<file path="config.mk">
export PLATFORM = sky130hd
export DESIGN_NAME = rejection_notice_table_flat
export DESIGN_NICKNAME = d
export VERILOG_FILES = /design/src/rnt_pkg.sv /design/src/rnt_if.sv /design/src/rnt_entry_store.sv /design/src/rejection_notice_table.sv /design/src/flat_wrapper.sv
export SDC_FILE = /design/constraint.sdc
export NUM_CORES = 2
export LEC_CHECK = 0
export BUFFER_PORTS_ARGS = -buffer_cell sky130_fd_sc_hd__buf_2
export CORE_UTILIZATION = 62
export DETAILED_ROUTE_END_ITERATION = 6
export PLACE_DENSITY = 0.8
export SLEW_MARGIN = 20
export SYNTH_ARGS = -nofsm -noshare
export SYNTH_HDL_FRONTEND = slang
export SYNTH_SLANG_ARGS = --single-unit
</file>
<file path="constraint.sdc">
create_clock -name clk -period 9.5 [get_ports clk]
set_input_delay 1.9 -clock clk [delete_from_list [all_inputs] [get_ports clk]]
set_output_delay 1.9 -clock clk [all_outputs]
set_load 0.05 [all_outputs]
</file>
<file path="src/rnt_pkg.sv">
// shared types and constants of the rejection notice table
package rnt_pkg;

	localparam int ID_W       = 64;
	localparam int NODE_W     = 16;
	localparam int STATUS_W   = 8;
	localparam int STEP_W     = 32;
	localparam int ENTRIES_W  = 5;
	localparam int INTERVAL_W = 16;
	localparam int CFG_DATA_W = 16;

	typedef logic [ID_W-1:0]       msg_id_t;
	typedef logic [NODE_W-1:0]     node_t;
	typedef logic [STATUS_W-1:0]   status_t;
	typedef logic [STEP_W-1:0]     step_t;
	typedef logic [CFG_DATA_W-1:0] cfg_data_t;
	typedef logic                  op_t;
	typedef logic                  reg_index_t;

	localparam op_t OP_INSERT = 1'b0;
	localparam op_t OP_DRAIN  = 1'b1;

	localparam reg_index_t REG_ENTRIES_IN_USE    = 1'b0;
	localparam reg_index_t REG_MIN_SEND_INTERVAL = 1'b1;

	typedef enum logic [2:0] {
		RES_INSERTED = 3'd0,
		RES_DISABLED = 3'd1,
		RES_NOTHING  = 3'd2,
		RES_SENT     = 3'd3,
		RES_REFUSED  = 3'd4
	} result_kind_t;

endpackage

</file>
<file path="src/rnt_if.sv">
// request, response and configuration channel interfaces
interface rnt_req_if;
	import rnt_pkg::*;
	logic    valid;
	logic    ready;
	op_t     op;
	msg_id_t msg_id;
	node_t   target_node;
	status_t reject_status;
	step_t   step_now;
	logic    link_accepts;

	modport source (
		output valid, op, msg_id, target_node, reject_status, step_now, link_accepts,
		input ready
	);
	modport sink (
		input valid, op, msg_id, target_node, reject_status, step_now, link_accepts,
		output ready
	);
endinterface

interface rnt_rsp_if;
	import rnt_pkg::*;
	logic         valid;
	logic         ready;
	result_kind_t result_kind;
	node_t        out_target;
	msg_id_t      out_msg_id;
	status_t      out_status;

	modport source (
		output valid, result_kind, out_target, out_msg_id, out_status,
		input ready
	);
	modport sink (
		input valid, result_kind, out_target, out_msg_id, out_status,
		output ready
	);
endinterface

interface rnt_cfg_if;
	import rnt_pkg::*;
	logic       valid;
	logic       ready;
	reg_index_t reg_index;
	cfg_data_t  wdata;

	modport source (
		output valid, reg_index, wdata,
		input ready
	);
	modport sink (
		input valid, reg_index, wdata,
		output ready
	);
endinterface

</file>
<file path="src/rnt_entry_store.sv">
// entry payload memory: one write port, one registered read port
module rnt_entry_store #(
	parameter int DEPTH  = 16,
	parameter int IDX_W  = 4,
	parameter int DATA_W = 88
) (
	input  logic              clk,
	input  logic              we,
	input  logic [IDX_W-1:0]  waddr,
	input  logic [DATA_W-1:0] wdata,
	input  logic [IDX_W-1:0]  raddr,
	output logic [DATA_W-1:0] rdata
);

	logic [DATA_W-1:0] mem_q [DEPTH];
	logic [DATA_W-1:0] rdata_q;

	always_ff @(posedge clk) begin
		if (we) begin
			mem_q[waddr] <= wdata;
		end
		rdata_q <= mem_q[raddr];
	end

	assign rdata = rdata_q;

endmodule

</file>
<file path="src/rejection_notice_table.sv">
// rejection notice table top level
// One transaction on req is worked on at a time; req is ready only when the table is idle.
// An insert walks every entry up to the capacity once through the single read port of the
// entry memory, comparing one message id per cycle. A drain walks the pending flags from
// the cursor one entry per cycle, then reads the chosen entry from the memory. After the
// capacity has been lowered, the cursor is first brought below the capacity by repeated
// subtraction. A zero capacity or a rate-limited drain skips the walk and goes straight to
// the result. A finished result sits in an output register, so the next transaction is
// taken while it waits on rsp.
module rejection_notice_table #(
	parameter int TABLE_DEPTH = 16,
	parameter int ID_BITS     = 64
) (
	input logic      clk,
	input logic      arst_n,
	rnt_req_if.sink  req,
	rnt_rsp_if.source rsp,
	rnt_cfg_if.sink  cfg
);
	import rnt_pkg::*;

	localparam int IDX_W = (TABLE_DEPTH > 1) ? $clog2(TABLE_DEPTH) : 1;
	localparam int CAP_W = $clog2(TABLE_DEPTH + 1);
	localparam int CMP_W = (CAP_W > ENTRIES_W) ? CAP_W : ENTRIES_W;
	localparam int ROW_W = ID_BITS + NODE_W + STATUS_W;

	typedef enum logic [2:0] {
		ST_IDLE,
		ST_NORM,
		ST_ISCAN,
		ST_DSCAN,
		ST_DREAD,
		ST_DONE
	} state_t;

	state_t                 state_q;
	logic [ENTRIES_W-1:0]   entries_q;
	logic [INTERVAL_W-1:0]  interval_q;
	logic [TABLE_DEPTH-1:0] used_q;
	logic [TABLE_DEPTH-1:0] pend_q;
	logic [IDX_W-1:0]       cursor_q;
	step_t                  last_q;

	op_t                    op_q;
	logic [ID_BITS-1:0]     id_q;
	node_t                  target_q;
	status_t                status_q;
	step_t                  now_q;
	logic                   link_q;

	logic [IDX_W-1:0]       rem_q;
	logic [CAP_W-1:0]       k_q;
	logic [IDX_W-1:0]       idx_q;
	logic                   free_found_q;
	logic [IDX_W-1:0]       free_idx_q;
	logic                   match_found_q;
	logic [IDX_W-1:0]       match_idx_q;

	logic                   scan_valid_s1;
	logic [IDX_W-1:0]       scan_idx_s1;
	logic                   scan_used_s1;

	result_kind_t           res_kind_q;
	node_t                  res_target_q;
	logic [ID_BITS-1:0]     res_id_q;
	status_t                res_status_q;

	logic                   rsp_valid_q;
	result_kind_t           rsp_kind_q;
	node_t                  rsp_target_q;
	logic [ID_BITS-1:0]     rsp_id_q;
	status_t                rsp_status_q;

	logic [CMP_W-1:0]       ent_ext;
	logic [CAP_W-1:0]       cap;
	step_t                  step_diff;
	logic                   rate_block;
	logic [ROW_W-1:0]       row_rd;
	logic [ID_BITS-1:0]     rd_id;
	node_t                  rd_target;
	status_t                rd_status;
	logic                   match_now;
	logic [IDX_W-1:0]       k_idx;
	logic [IDX_W-1:0]       idx_next;
	logic [IDX_W-1:0]       rem_next;
	logic [IDX_W-1:0]       ins_pick;
	logic                   hit;
	logic                   row_we;
	logic [IDX_W-1:0]       raddr;

	// capacity saturates at the table depth
	assign ent_ext    = CMP_W'(entries_q);
	assign cap        = CAP_W'((ent_ext > CMP_W'(TABLE_DEPTH)) ? CMP_W'(TABLE_DEPTH) : ent_ext);
	assign step_diff  = req.step_now - last_q;
	assign rate_block = (last_q != '0) && (step_diff < STEP_W'(interval_q));

	assign rd_id     = row_rd[ROW_W-1 -: ID_BITS];
	assign rd_target = row_rd[NODE_W+STATUS_W-1 -: NODE_W];
	assign rd_status = row_rd[STATUS_W-1:0];

	assign match_now = scan_valid_s1 && scan_used_s1 && (rd_id == id_q);
	assign k_idx     = k_q[IDX_W-1:0];
	assign idx_next  = ((CAP_W'(idx_q) + CAP_W'(1)) == cap) ? '0 : idx_q + IDX_W'(1);
	assign rem_next  = ((CAP_W'(rem_q) + CAP_W'(1)) == cap) ? '0 : rem_q + IDX_W'(1);
	assign hit       = used_q[idx_q] && pend_q[idx_q];

	// same id first, then lowest free entry, then eviction at the cursor
	always_comb begin
		if (match_found_q) begin
			ins_pick = match_idx_q;
		end else if (match_now) begin
			ins_pick = scan_idx_s1;
		end else if (free_found_q) begin
			ins_pick = free_idx_q;
		end else begin
			ins_pick = rem_q;
		end
	end

	assign row_we = (state_q == ST_ISCAN) && (k_q == cap);
	assign raddr  = (state_q == ST_DSCAN) ? idx_q : k_idx;

	rnt_entry_store #(
		.DEPTH  (TABLE_DEPTH),
		.IDX_W  (IDX_W),
		.DATA_W (ROW_W)
	) u_store (
		.clk   (clk),
		.we    (row_we),
		.waddr (ins_pick),
		.wdata ({id_q, target_q, status_q}),
		.raddr (raddr),
		.rdata (row_rd)
	);

	assign cfg.ready = 1'b1;

	always_ff @(posedge clk or negedge arst_n) begin
		if (!arst_n) begin
			entries_q  <= ENTRIES_W'(16);
			interval_q <= INTERVAL_W'(1);
		end else if (cfg.valid) begin
			case (cfg.reg_index)
				REG_ENTRIES_IN_USE:    entries_q  <= cfg.wdata[ENTRIES_W-1:0];
				REG_MIN_SEND_INTERVAL: interval_q <= cfg.wdata[INTERVAL_W-1:0];
				default: ;
			endcase
		end
	end

	assign req.ready = (state_q == ST_IDLE);

	always_ff @(posedge clk or negedge arst_n) begin
		if (!arst_n) begin
			state_q       <= ST_IDLE;
			used_q        <= '0;
			pend_q        <= '0;
			cursor_q      <= '0;
			last_q        <= '0;
			op_q          <= OP_INSERT;
			id_q          <= '0;
			target_q      <= '0;
			status_q      <= '0;
			now_q         <= '0;
			link_q        <= 1'b0;
			rem_q         <= '0;
			k_q           <= '0;
			idx_q         <= '0;
			free_found_q  <= 1'b0;
			free_idx_q    <= '0;
			match_found_q <= 1'b0;
			match_idx_q   <= '0;
			scan_valid_s1 <= 1'b0;
			scan_idx_s1   <= '0;
			scan_used_s1  <= 1'b0;
			res_kind_q    <= RES_INSERTED;
			res_target_q  <= '0;
			res_id_q      <= '0;
			res_status_q  <= '0;
			rsp_valid_q   <= 1'b0;
			rsp_kind_q    <= RES_INSERTED;
			rsp_target_q  <= '0;
			rsp_id_q      <= '0;
			rsp_status_q  <= '0;
		end else begin
			scan_valid_s1 <= (state_q == ST_ISCAN) && (k_q != cap);
			if (rsp_valid_q && rsp.ready && (state_q != ST_DONE)) begin
				rsp_valid_q <= 1'b0;
			end
			case (state_q)
				ST_IDLE: begin
					if (req.valid) begin
						op_q          <= req.op;
						id_q          <= req.msg_id[ID_BITS-1:0];
						target_q      <= req.target_node;
						status_q      <= req.reject_status;
						now_q         <= req.step_now;
						link_q        <= req.link_accepts;
						res_target_q  <= '0;
						res_id_q      <= '0;
						res_status_q  <= '0;
						rem_q         <= cursor_q;
						k_q           <= '0;
						free_found_q  <= 1'b0;
						match_found_q <= 1'b0;
						if (cap == '0) begin
							res_kind_q <= (req.op == OP_DRAIN) ? RES_NOTHING : RES_DISABLED;
							state_q    <= ST_DONE;
						end else if ((req.op == OP_DRAIN) && rate_block) begin
							res_kind_q <= RES_NOTHING;
							state_q    <= ST_DONE;
						end else begin
							state_q <= ST_NORM;
						end
					end
				end
				ST_NORM: begin
					// cursor modulo capacity by repeated subtraction
					if (CAP_W'(rem_q) >= cap) begin
						rem_q <= IDX_W'(CAP_W'(rem_q) - cap);
					end else begin
						idx_q   <= rem_q;
						state_q <= (op_q == OP_DRAIN) ? ST_DSCAN : ST_ISCAN;
					end
				end
				ST_ISCAN: begin
					if (match_now && !match_found_q) begin
						match_found_q <= 1'b1;
						match_idx_q   <= scan_idx_s1;
					end
					if (k_q != cap) begin
						scan_idx_s1  <= k_idx;
						scan_used_s1 <= used_q[k_idx];
						if (!used_q[k_idx] && !free_found_q) begin
							free_found_q <= 1'b1;
							free_idx_q   <= k_idx;
						end
						k_q <= k_q + CAP_W'(1);
					end else begin
						used_q[ins_pick] <= 1'b1;
						pend_q[ins_pick] <= 1'b1;
						if (!match_found_q && !match_now && !free_found_q) begin
							cursor_q <= rem_next;
						end
						res_kind_q <= RES_INSERTED;
						state_q    <= ST_DONE;
					end
				end
				ST_DSCAN: begin
					if (hit) begin
						cursor_q <= idx_next;
						if (link_q) begin
							pend_q[idx_q] <= 1'b0;
							last_q        <= now_q;
							res_kind_q    <= RES_SENT;
						end else begin
							res_kind_q <= RES_REFUSED;
						end
						state_q <= ST_DREAD;
					end else if ((k_q + CAP_W'(1)) == cap) begin
						res_kind_q <= RES_NOTHING;
						state_q    <= ST_DONE;
					end else begin
						k_q   <= k_q + CAP_W'(1);
						idx_q <= idx_next;
					end
				end
				ST_DREAD: begin
					res_target_q <= rd_target;
					res_id_q     <= rd_id;
					res_status_q <= rd_status;
					state_q      <= ST_DONE;
				end
				ST_DONE: begin
					if (!rsp_valid_q || rsp.ready) begin
						rsp_valid_q  <= 1'b1;
						rsp_kind_q   <= res_kind_q;
						rsp_target_q <= res_target_q;
						rsp_id_q     <= res_id_q;
						rsp_status_q <= res_status_q;
						state_q      <= ST_IDLE;
					end
				end
				default: begin
					state_q <= ST_IDLE;
				end
			endcase
		end
	end

	assign rsp.valid       = rsp_valid_q;
	assign rsp.result_kind = rsp_kind_q;
	assign rsp.out_target  = rsp_target_q;
	assign rsp.out_msg_id  = ID_W'(rsp_id_q);
	assign rsp.out_status  = rsp_status_q;

`ifndef SYNTH
	a_pend_implies_used: assert property (@(posedge clk) disable iff (!arst_n)
		(pend_q & ~used_q) == '0)
		else $error("pending entry that is not in use");

	a_scan_cursor_in_range: assert property (@(posedge clk) disable iff (!arst_n)
		(state_q == ST_ISCAN) |-> (CAP_W'(rem_q) < cap))
		else $error("insert scan with cursor not reduced below capacity");

	a_drain_walk_bound: assert property (@(posedge clk) disable iff (!arst_n)
		(state_q == ST_DSCAN) |-> ((k_q < cap) && (CAP_W'(idx_q) < cap)))
		else $error("drain walk beyond capacity");

	a_rsp_from_done: assert property (@(posedge clk) disable iff (!arst_n)
		$rose(rsp_valid_q) |-> ($past(state_q) == ST_DONE))
		else $error("response raised outside of completion");
`endif

endmodule

</file>
<file path="src/flat_wrapper.sv">
// flat-port wrapper written by rule: the top's interface ports become plain ports
module rejection_notice_table_flat import rnt_pkg::*;
#(
	parameter int TABLE_DEPTH = 16,
	parameter int ID_BITS     = 64
)
  (clk, arst_n, req_valid, req_op, req_msg_id, req_target_node, req_reject_status, req_step_now, req_link_accepts, req_ready, rsp_valid, rsp_result_kind, rsp_out_target, rsp_out_msg_id, rsp_out_status, rsp_ready, cfg_valid, cfg_reg_index, cfg_wdata, cfg_ready);
  rnt_req_if req_i ();
  rnt_rsp_if rsp_i ();
  rnt_cfg_if cfg_i ();
  input logic clk;
  input logic arst_n;
  input wire logic [$bits(req_i.valid)-1:0] req_valid;
  input wire logic [$bits(req_i.op)-1:0] req_op;
  input wire logic [$bits(req_i.msg_id)-1:0] req_msg_id;
  input wire logic [$bits(req_i.target_node)-1:0] req_target_node;
  input wire logic [$bits(req_i.reject_status)-1:0] req_reject_status;
  input wire logic [$bits(req_i.step_now)-1:0] req_step_now;
  input wire logic [$bits(req_i.link_accepts)-1:0] req_link_accepts;
  output wire logic [$bits(req_i.ready)-1:0] req_ready;
  output wire logic [$bits(rsp_i.valid)-1:0] rsp_valid;
  output wire logic [$bits(rsp_i.result_kind)-1:0] rsp_result_kind;
  output wire logic [$bits(rsp_i.out_target)-1:0] rsp_out_target;
  output wire logic [$bits(rsp_i.out_msg_id)-1:0] rsp_out_msg_id;
  output wire logic [$bits(rsp_i.out_status)-1:0] rsp_out_status;
  input wire logic [$bits(rsp_i.ready)-1:0] rsp_ready;
  input wire logic [$bits(cfg_i.valid)-1:0] cfg_valid;
  input wire logic [$bits(cfg_i.reg_index)-1:0] cfg_reg_index;
  input wire logic [$bits(cfg_i.wdata)-1:0] cfg_wdata;
  output wire logic [$bits(cfg_i.ready)-1:0] cfg_ready;
  assign req_i.valid = req_valid;
  assign req_i.op = req_op;
  assign req_i.msg_id = req_msg_id;
  assign req_i.target_node = req_target_node;
  assign req_i.reject_status = req_reject_status;
  assign req_i.step_now = req_step_now;
  assign req_i.link_accepts = req_link_accepts;
  assign req_ready = req_i.ready;
  assign rsp_valid = rsp_i.valid;
  assign rsp_result_kind = rsp_i.result_kind;
  assign rsp_out_target = rsp_i.out_target;
  assign rsp_out_msg_id = rsp_i.out_msg_id;
  assign rsp_out_status = rsp_i.out_status;
  assign rsp_i.ready = rsp_ready;
  assign cfg_i.valid = cfg_valid;
  assign cfg_i.reg_index = cfg_reg_index;
  assign cfg_i.wdata = cfg_wdata;
  assign cfg_ready = cfg_i.ready;
  rejection_notice_table #(.TABLE_DEPTH(TABLE_DEPTH), .ID_BITS(ID_BITS)) u_core (.clk(clk), .arst_n(arst_n), .req(req_i), .rsp(rsp_i), .cfg(cfg_i));
endmodule
</file>
==> parameters.txt <==
Parameter                              Value

Outcome
  Run status    complete, but fails checks
  Violations in the final reports    DRC

Critical path
  Type of element capturing the critical path    register
  Startpoint type of the worst setup path    register
  Worst endpoint data arrival time    6500 ps
  Critical path launch point    u_core.id_q[0]
  R2r startpoint    u_core.id_q[0]
  Required time at the endpoint of the critical path    around 9900 ps
  Highest net fanout along the worst path    50
  Critical path class    register to register

Cells and area
  Count of placed standard cells in the final layout, fillers left out    roughly 6400
  Commonest non-fill, non-tap cell in the layout    sky130_fd_sc_hd__edfxtp_1
  Fraction of layout cells with a size suffix above 1    between 20% and 30%
  Final #Nets    around 4800
  Layout Area Growth over Synthesis    11.8%
  Top library cells by usage in the layout, fill and taps aside    1408 x sky130_fd_sc_hd__edfxtp_1, 492 x sky130_fd_sc_hd__nand2_1, 424 x sky130_fd_sc_hd__dfrtp_1

Die
  Die Footprint    ~120000 µm²
  Core ar.    121000 µm²
  Boundary Pins    roughly 240
  Y dimension of the die    352 µm
  DIE WIDTH    352 µm
  Starting density of the core    about 63%
  Number of core rows    between 100 and 150

Logic synthesis
  Number of synthesized flops with an enable pin    1408
  Fraction of the yosys area taken by sequential cells    72.1%
  Syn Nets    roughly 4600
  Flip-flop and latch count after synthesis    roughly 1900
  Number of synthesis warnings    0
  Post-synthesis instance total    between 4000 and 5000
  Avg Synthesized Cell Area    about 17 µm²
  Share of flip-flops with an asynchronous set or reset    roughly 22%
  Area of the mapped netlist    75900 µm²
  Number of distinct standard cells referenced by the synthesized netlist    85
  Prevailing post-synth register cell    sky130_fd_sc_hd__edfxtp_1

Power and ir drop
  P_leak    between 0.03 and 0.04 µW
  Design internal power    about 18000 µW
  Total Power    between 20000 and 30000 µW
  Share of total power in sequential cells    46.2%
  Power per unit of standard cell area    ~320 nW/µm²
  Relative contribution of combinational cells to total power    a little over a quarter
  Fraction of power consumed by the clock network    between 20% and 30%
  Worst vdd rail ir drop    0.336 mV
  NetSw    8920 µW
  Switching share of power    33.0%

Min path
  Hold Startpoint    u_core.u_store.rdata[40]
  Path class of the lowest-slack min-delay path    register to register

Timing
  Final worst path period need    between 6000 and 7000 ps
  Unrepaired setup endpoints after global routing    no
  Highest achievable clock rate    between 150 and 200 MHz
  Final cycle utilization of the critical path    ~64%
  Final hold slack    approximately 430 ps
  Final count of negative-setup-slack endpoints    0
  Worst Max-Slew Pin Slew    1170 ps
  Hold Violations, Final    0
  Final count of pins violating max slew    0
  Total negative slack for setup checks    0 ps
  Setup skew after layout    71.5 ps
  Slew margin rel.    ~22%

Global routing
  Number of antenna violations at the first check in global routing    5
  Overflow after GRT    0
  Via count of the first global-routing pass    43729
  Wire length of the first global-routing pass    between 200000 and 300000 µm
  Largest net degree at the start of global routing    around 160
  Global-route total usage across every layer    around a third

Clocking
  TritonCTS clock tree    yes
  Count of hold-fix buffers inserted at cts    0
  Root buffer cell    sky130_fd_sc_hd__clkbuf_16
  Clock latency of the later-clocked register in the worst-skew pair    840 ps
  Number of gates resized after CTS    0
  Setup Fix Bufs, Post-CTS    0
  Clock net sink count    1922
  H-tree depth    4
  Reg clk slew, reported paths    approximately 60 ps
  Number of buffers inserted during clock tree synthesis    between 150 and 200
  Maximum clock path buffer count    3

Routing
  Number of remaining DRC errors    9
  Total iterations of the first detailed-routing run    7
  Routed Antenna Nets    0
  Total routed wire length on the met1 layer    71100 µm
  First DRT Iteration DRCs    5784
  Mean number of vias per cell    6.70
  Detailed-route wire length per cell    approximately 30 µm
  Sum of met3 wire segment lengths after detailed routing    about 20000 µm
  Number of vias in the routed layout    between 40000 and 50000
  Wirelength, routed    just under 200000 µm
  Uppermost routed layer    met5
  Met2 wire len    around 93000 µm

Place
  Cell total after placement    between 6000 and 7000
  Final GP Congestion    0.901
  Port Buf Inserts    about 240
  Placed wire-length estimate after detailed placement    98400 µm

Job
  Number of violations of the max-capacitance limit    0
## worst max-delay path, stage by stage, from the launching register on
cell and delay (ps):
sky130_fd_sc_hd__dfrtp_1 780, sky130_fd_sc_hd__nor2b_1 240, sky130_fd_sc_hd__a2111oi_0 710, sky130_fd_sc_hd__nand4_1 390
sky130_fd_sc_hd__nor4_1 540, sky130_fd_sc_hd__a311oi_1 200, sky130_fd_sc_hd__a21oi_1 320, sky130_fd_sc_hd__a21boi_0 380
sky130_fd_sc_hd__and2_1 270, sky130_fd_sc_hd__and2_4 950, sky130_fd_sc_hd__buf_4 840
## per-layer routing
layer | global-route usage, % | vias up
met1 | 42.5 | 22110
li1 | - | 17444
met2 | 50.3 | 2805
met4 | 13.9 | 4
met5 | 0 | -
met3 | 6.73 | 529
## metrics by stage
| step | utilization [%] | area (µm²) | setup WS, ps |
|---|---|---|---|
| 2_1_floorplan | - | 75900 | 2710 |
| 3_3_place_gp | 65.2 | 78700 | 2820 |
| 3_5_place_dp | 65.2 | 78700 | 2860 |
| 4_1_cts | 70.3 | 84800 | 3640 |
| 5_1_grt | 70.3 | 84800 | 3400 |
| 6_report | 70.3 | 84800 | 3420 |
## cell usage after synthesis (25+ instances only)
master	n	area share [%]
sky130_fd_sc_hd__a31oi_1	99	0.82
sky130_fd_sc_hd__buf_2	50	0.33
sky130_fd_sc_hd__mux2_2	249	3.7
sky130_fd_sc_hd__xor2_1	30	0.35
sky130_fd_sc_hd__nand3_1	26	0.17
sky130_fd_sc_hd__and2_1	100	0.82
sky130_fd_sc_hd__dfrtp_1	424	14
sky130_fd_sc_hd__mux4_2	358	11
sky130_fd_sc_hd__nor2b_1	25	0.21
sky130_fd_sc_hd__clkbuf_1	136	0.67
sky130_fd_sc_hd__nand2b_1	26	0.21
sky130_fd_sc_hd__buf_1	28	0.14
sky130_fd_sc_hd__a21oi_1	47	0.31
sky130_fd_sc_hd__ha_1	56	0.92
sky130_fd_sc_hd__edfxtp_1	1408	56
sky130_fd_sc_hd__xnor2_1	55	0.63
sky130_fd_sc_hd__a211oi_1	95	0.94
sky130_fd_sc_hd__nor2_1	49	0.24
sky130_fd_sc_hd__nand2_1	493	2.4
sky130_fd_sc_hd__dfxtp_1	88	2.3
sky130_fd_sc_hd__o21ai_0	191	1.3
sky130_fd_sc_hd__inv_1	102	0.50
## power groups by stage
stage,Clock [µW],Sequential [µW],Combinational (µW)
finish,7400,12500,7140
global route,7750,12600,7630
CTS,7440,12400,7140
detailed placement,0,12600,6970
global placement,0,12500,6830
floorplan,0,12300,4930
## state kept, by name, indices dropped and copies added, names as in the netlist, 5 cells and up
signal	flops
u_core.last_q	32
u_core.res_status_q	8
u_core.k_q	5
u_core.rsp.out_msg_id	64
u_core.now_q	32
u_core.res_target_q	16
u_core.pend_q	16
u_core.status_q	8
u_core.rsp.out_target	16
u_core.u_store.mem_q	1408
u_core.rsp.out_status	8
u_core.ent_ext	5
u_core.res_id_q	64
u_core.id_q	64
u_core.used_q	16
u_core.interval_q	16
u_core.target_q	16
u_core.u_store.rdata	88
## cell type report
type                       count  area [µm²]
antenna                        2        5.00
clock buffer                 247        4980
clock inverter                99        1140
fill                        7107       35800
inverter                     102         408
multi-input combinational   2132       19900
sequential                  1922       54700
tap                         1612        2020
timing repair buffer         282        1670
## worst paths after layout
check / endpoint / slack (ps) / cells past startpoint
hold reg to reg: u_core.res_id_q[16] / 430 / 2
max in group asynchronous: u_core.rsp.out_msg_id[46] / 6470 / 3
min in group asynchronous: u_core.id_q[47] / 1060 / 1
setup / recovery: u_core.u_store.mem_q[12][32] / 3420 / 10
hold / removal: u_core.res_id_q[16] / 430 / 2
setup reg to reg: u_core.u_store.mem_q[12][32] / 3420 / 10
## logic make-up (layout without fill, tap and decap cells)
kind of cell               count (synthesis)  count (layout)  share of synthesized area [%]
buffers and inverters                    334             730                           1.87
and+or+nand+nor                          820             820                           4.97
DFF                                     1922            1922                           72.1
other                                      1               3                        0.00494
xor gates and xnor gates                  85              85                          0.981
adders and majority gates                 58              58                          0.976
AOI/OAI and AO/OA                        549             549                           4.62
muxes                                    619             619                           14.5
(Power assumes the default switching activity.)
